File: config.mk
export PLATFORM = sky130hd
export DESIGN_NAME = vmpp_regfile
export DESIGN_NICKNAME = d
export VERILOG_FILES = /design/src/hw/rtl/vm_move_push_pop_unit_top_macros.svh /design/src/hw/rtl/vmpp_pkg.sv /design/src/hw/rtl/vmpp_regfile.sv
export SDC_FILE = /design/constraint.sdc
export NUM_CORES = 2
export LEC_CHECK = 0
export ABC_AREA = 1
export CORE_ASPECT_RATIO = 1.1
export CORE_UTILIZATION = 40
export DETAILED_ROUTE_END_ITERATION = 8
export DONT_BUFFER_PORTS = 1
export PLACE_DENSITY = 0.59
export SYNTH_ARGS = -nofsm -noshare
export SYNTH_HDL_FRONTEND = slang
export SYNTH_SLANG_ARGS = --single-unit
File: constraint.sdc
create_clock -name clk -period 7.95 [get_ports clk]
set_input_delay 0.3975 -clock clk [delete_from_list [all_inputs] [get_ports clk]]
set_output_delay 0.3975 -clock clk [all_outputs]
set_load 0.02 [all_outputs]
File: src/hw/rtl/vm_move_push_pop_unit_top_macros.svh
// assertion helpers for the move/push/pop unit
`ifndef VM_MOVE_PUSH_POP_UNIT_TOP_MACROS_SVH
`define VM_MOVE_PUSH_POP_UNIT_TOP_MACROS_SVH

// implication checked on every clock edge out of reset
`define VMPP_ASSERT_IMP(label, ante, cons, msg) \
	label: assert property (@(posedge clk) disable iff (!arst_n) (ante) |-> (cons)) \
		else $error(msg);

// implication with the consequent checked in the next cycle
`define VMPP_ASSERT_NEXT(label, ante, cons, msg) \
	label: assert property (@(posedge clk) disable iff (!arst_n) (ante) |=> (cons)) \
		else $error(msg);

`endif

File: src/hw/rtl/vmpp_pkg.sv
`default_nettype none
package vmpp_pkg;
	localparam int MemBytes = 8192;
	localparam int RegCount = 32;
	localparam int AddrW = $clog2(MemBytes);
	localparam int SpW = AddrW + 1;
	localparam int RegIdxW = $clog2(RegCount);

	localparam logic [2:0] CMD_HALT = 3'd0;
	localparam logic [2:0] CMD_NOP = 3'd1;
	localparam logic [2:0] CMD_MOVE = 3'd2;
	localparam logic [2:0] CMD_PUSH = 3'd3;
	localparam logic [2:0] CMD_POP = 3'd4;

	localparam logic [2:0] KIND_REG = 3'd0;
	localparam logic [2:0] KIND_IMM = 3'd1;
	localparam logic [2:0] KIND_PTR = 3'd2;
	localparam logic [2:0] KIND_IND = 3'd3;
	localparam logic [2:0] KIND_DISP = 3'd4;

	localparam logic [2:0] ST_DONE = 3'd0;
	localparam logic [2:0] ST_HALT = 3'd1;
	localparam logic [2:0] ST_INVALID = 3'd2;
	localparam logic [2:0] ST_OVERFLOW = 3'd3;
	localparam logic [2:0] ST_UNDERFLOW = 3'd4;
	localparam logic [2:0] ST_IGNORED = 3'd5;

	typedef struct packed {
		logic [2:0] cmd;
		logic [2:0] src_kind;
		logic [1:0] src_size_code;
		logic [4:0] src_reg;
		logic [63:0] src_value;
		logic [2:0] dst_kind;
		logic [1:0] dst_size_code;
		logic [4:0] dst_reg;
		logic [63:0] dst_value;
	} in_word_t;

	typedef struct packed {
		logic [2:0] status;
		logic [13:0] stack_pointer_now;
		logic [63:0] moved_value;
	} out_word_t;

	typedef enum logic [3:0] {
		S_IDLE, S_CLEAR, S_RDREG, S_ADDR, S_CHECK, S_BYTE_RD, S_BYTE_WAIT, S_BYTE_WR,
		S_REG_WB, S_RESULT
	} state_t;

	// memory port request from the sequencer to the byte memory
	typedef struct packed {
		logic we;
		logic [AddrW-1:0] addr;
		logic [7:0] wdata;
	} mem_req_t;
endpackage
`default_nettype wire

File: src/hw/rtl/vmpp_regfile.sv
`default_nettype none
module vmpp_regfile (
	input wire logic clk,
	input wire logic we,
	input wire logic [vmpp_pkg::RegIdxW-1:0] waddr,
	input wire logic [63:0] wdata,
	input wire logic [vmpp_pkg::RegIdxW-1:0] raddr,
	output logic [63:0] rdata
);
	import vmpp_pkg::*;
	logic [63:0] regs [RegCount];
	always_ff @(posedge clk) begin
		if (we) begin
			regs[waddr] <= wdata;
		end
		rdata <= regs[raddr];
	end
endmodule
`default_nettype wire

======== Yosys cells after proc, flatten, opt, wreduce, memory -nomap -nowiden ========
Memories as Yosys holds them, arrays and structs flattened. A register that Yosys moved wholly into a read port is not among the register bits.
Index checks and enable logic that the tools add are counted.
operators by class
  muxes and demuxes ....................... 2
operator list
  cell               number
  two-way mux 1 bit  2
word-level totals
  register bits ........................... 0
  RAM bits ................................ 2,048
  bits of input ports ..................... 76
  output and inout port bits .............. 64
  word-level logic and storage cells ...... 3
  memories kept ........................... 1
memory list
  memory  words  width  read ports  clocked after memory_dff  wr ports  line                RTL
  regs    32     64     1           1                         1         vmpp_regfile.sv:11  logic [63:0] regs [RegCount];

======== Depth between registers and ports, before layout ========
  depth in word-level cells ............... 2
  gate-level depth with buffers ........... 12
  depth with buffers taken out ............ 9

======== Least setup slack after synthesis ========
No wires, ideal clock.
  path kind ............................... input to register
  from .................................... in waddr[0] in the netlist's numbering
  to ...................................... mem regs[0][0] (enable)
  library setup time ...................... 0.486 ns
  arrival time ............................ 3.375 ns
  required time ........................... 7.464 ns
  path slack .............................. 4.089 ns
  stages .................................. 3
  path buffers ............................ 0
  cell sequence ........................... inv_1 nand3_1 nor2_1
RTL lines
  element          line                RTL
  start, declared  vmpp_regfile.sv:5   input wire logic [vmpp_pkg::RegIdxW-1:0] waddr,
  end, declared    vmpp_regfile.sv:11
Straight into the memory's write port.

==> impl_metrics.csv <==
group,metric,value,unit
sta,finalCritPeriodShare,78.8,%
floorplan,fp.dieArea,209000,um2
outcome,status,"finished, violations left",
detailed_routing,top_layer_used,"met5",
cells_and_area,nets,6773,
sta,relSlewSlack,-144,%
pwr,intPower,18.0,mW
floorplan,ioPinCount,140,
pwr,swShare,22.0,%
detailed_routing,met1_length,100,mm
sta,skew,0.0238,ns
cts,cts_buffers,209,
sta,hold_viol_final,2,
pwr,p_clk_share,40.8,%
global_route,grt_pass1_vias,51000,
floorplan,die_w,436,um
sta,setup_viol,0,
global_route,antenna_found_initial,15,
worst_setup_path,cp.arrival,7.05,ns
synth,syn_area,83000,um2
sta,fin_setup_tns,0,ns
synth,synth_area_per_cell,12.3,um2
cts,post_cts_buffers,0,
synth,ys_seq_area_share,75.6,%
sta,grt_setup_unrepaired,"no",
sta,finalMaxSlewViolations,959,
sta,max_freq,0.160,GHz
detailed_routing,vias,53100,
synth,yosys-top-cells-area,"edfxtp_1 (74%), nand3_1 (11%), nand2_1 (11%), buf_2 (1.7%), dfxtp_1 (1.5%)",
cts,cts.sinks,2112,
place,place_congestion,0.749,
run,maxCapViolations,0,
detailed_routing,avgRoutedWirePerCell,24.9,um
cells_and_area,final_cell_mix,"nand2_1 (2,376), edfxtp_1 (2,048), nand3_1 (1,800), clkbuf_16 (212), clkbuf_1 (79)",
cts,post_cts_resize_count,0,
detailed_routing,via_per_inst,5.52,
detailed_routing,drc,0,
worst_setup_path,cp_max_fo,1025,
worst_setup_path,required,8.73,ns
detailed_routing,ant_nets,0,
floorplan,start_util,40.2,%
cells_and_area,layout-drive-gt1-share,5.69,%
place,place.detailed.hpwl,100,mm
sta,fin_crit,6.27,ns
global_route,grt_max_degree,1026,
global_route,grt_overflow,0,
place,dp_cells,9149,
cells_and_area,area_growth,11.6,%
global_route,grt.total_usage,22.5,%
place,port_buffers,0,
pwr,combinationalPowerShare,4.9,%
sta,hold_slack,-0.0207,ns
cts,hold_buffers,80,
cells_and_area,stdcell_count,9624,
worst_setup_path,worstSetupEndpointType,"flop",
synth,syn_inst,6768,
synth,synth_nets,6844,
detailed_routing,firstDrtPassIters,6,
synth,ys_ff_latch,2112,
cells_and_area,final_common_cell,"nand2_1",
cts,clk_path_buf_depth,3,
pwr,power_frac_seq,54.3,%
pwr,power_switching,5.06,mW
pwr,p_leak,32.3,nW
sta,worstMarginPinSlew,3.66,ns
synth,yosysTopAreaCell,"edfxtp_1",
synth,yosysTopAreaCellShare,74.1,%
floorplan,die_y,480,um
worst_setup_path,worstSetupPathType,"in -> reg",
global_route,grt_pass1_wl,347,mm
cts,worstSkewPairLatency,0.85,ns
detailed_routing,first_iter_violations,6762,
cts,cts.root.buffer_cell,"clkbuf_16",
pwr,p_per_area,248,nW/um2
cts,h-tree-depth,4,
synth,synthDistinctLibCells,13,
cts,cts_tree,"built",
detailed_routing,routed_wl,239,mm
outcome,violations,"negative hold slack, max-slew violations",
floorplan,std_cell_rows,175,
detailed_routing,wl_met3,20.7,mm
min_path,hold_path.class,"in -> reg",
synth,synth_warnings,0,
worst_setup_path,start_kind,"input port",
detailed_routing,met2_length,113,mm
pwr,ir_drop,202,uV
floorplan,core,206000,um2
cts,clkTransAtPathRegs,0.06,ns
## cell families after synthesis
| logic type | synth area share (%) |
|---|---|
| buf+inv | 2.61 |
| flops | 75.6 |
| simple gates | 21.7 |
## through the flow
step	hold WS, ns	instance area, um2	utilization, %	worst slack (ns)	total power [mW]
2_1_floorplan	0.496	83000	-	4.09	13.5
3_3_place_gp	0.498	85300	41.3	4.42	13.6
3_5_place_dp	0.498	85300	41.3	4.33	13.6
4_1_cts	0.0000584	92600	44.9	4.49	23.1
5_1_grt	0.0297	92600	44.9	3.87	23.7
6_report	-0.0207	92700	44.9	1.68	23.0
## area by class of cell
cell class	count	area [um2]
diodes	7	17.5
fillers	18500	114000
well taps	2743	3430
clock buffers	305	5790
repair buffers	156	1640
multi-input cells	4208	18300
flip-flops and latches	2112	62800
inverters	10	76.3
clock inverters	83	624
## worst max-delay path, stage by stage
cell and delay (ns):
inv_16 2.09, buf_12 0.70, nand2_1 0.11, nand3_1 0.12, nand3_1 0.10, nand2_1 0.08
nand2_1 0.05, nand2_1 0.09, nand2_1 0.05, dlygate4sd3_1 0.58, nand2_1 0.06, dlygate4sd3_1 0.54
## path summary, 6_finish.rpt
path,end,from,depth (start not counted),slack [ns]
worst min-delay path,rdata[51]$_DFF_P_,raddr[1],7,-0.02
worst max-delay path,rdata[57]$_DFF_P_,raddr[0],12,1.68
worst min register to register,rdata[62]$_DFF_P_,regs[10][62]$_DFFE_PP_,6,0.70
worst max register to register,rdata[57]$_DFF_P_,regs[17][57]$_DFFE_PP_,10,5.77
## Yosys cell counts
| library cell | instances |
|---|---|
| edfxtp_1 | 2048 |
| nand2_1 | 2376 |
| inv_4 | 1 |
| clkbuf_1 | 82 |
| dfxtp_1 | 64 |
| inv_2 | 2 |
| buf_6 | 4 |
| nor2_1 | 32 |
| buf_2 | 275 |
| buf_1 | 49 |
| nand3_1 | 1800 |
| inv_1 | 7 |
| buf_4 | 28 |
## layer usage
metal / GRT usage [%] / up-vias
met5: 0 / -
met4: 5.46 / 10
met3: 3.95 / 329
met2: 36.7 / 2298
met1: 31.3 / 26600
li1: - / 23900
## registers in the layout, indices dropped and copies added (netlist names)
signal  count
rdata      64
regs     2048
## power by group through the flow
stage / registers (mW) / logic, mW / clock network (mW)
2_1_floorplan: 12.7 / 0.754 / 0
3_3_place_gp: 12.7 / 0.861 / 0
3_5_place_dp: 12.7 / 0.868 / 0
4_1_cts: 12.5 / 1.10 / 9.50
5_1_grt: 12.5 / 1.22 / 9.93
6_report: 12.5 / 1.13 / 9.39
Power figures use the tool's default switching activity.
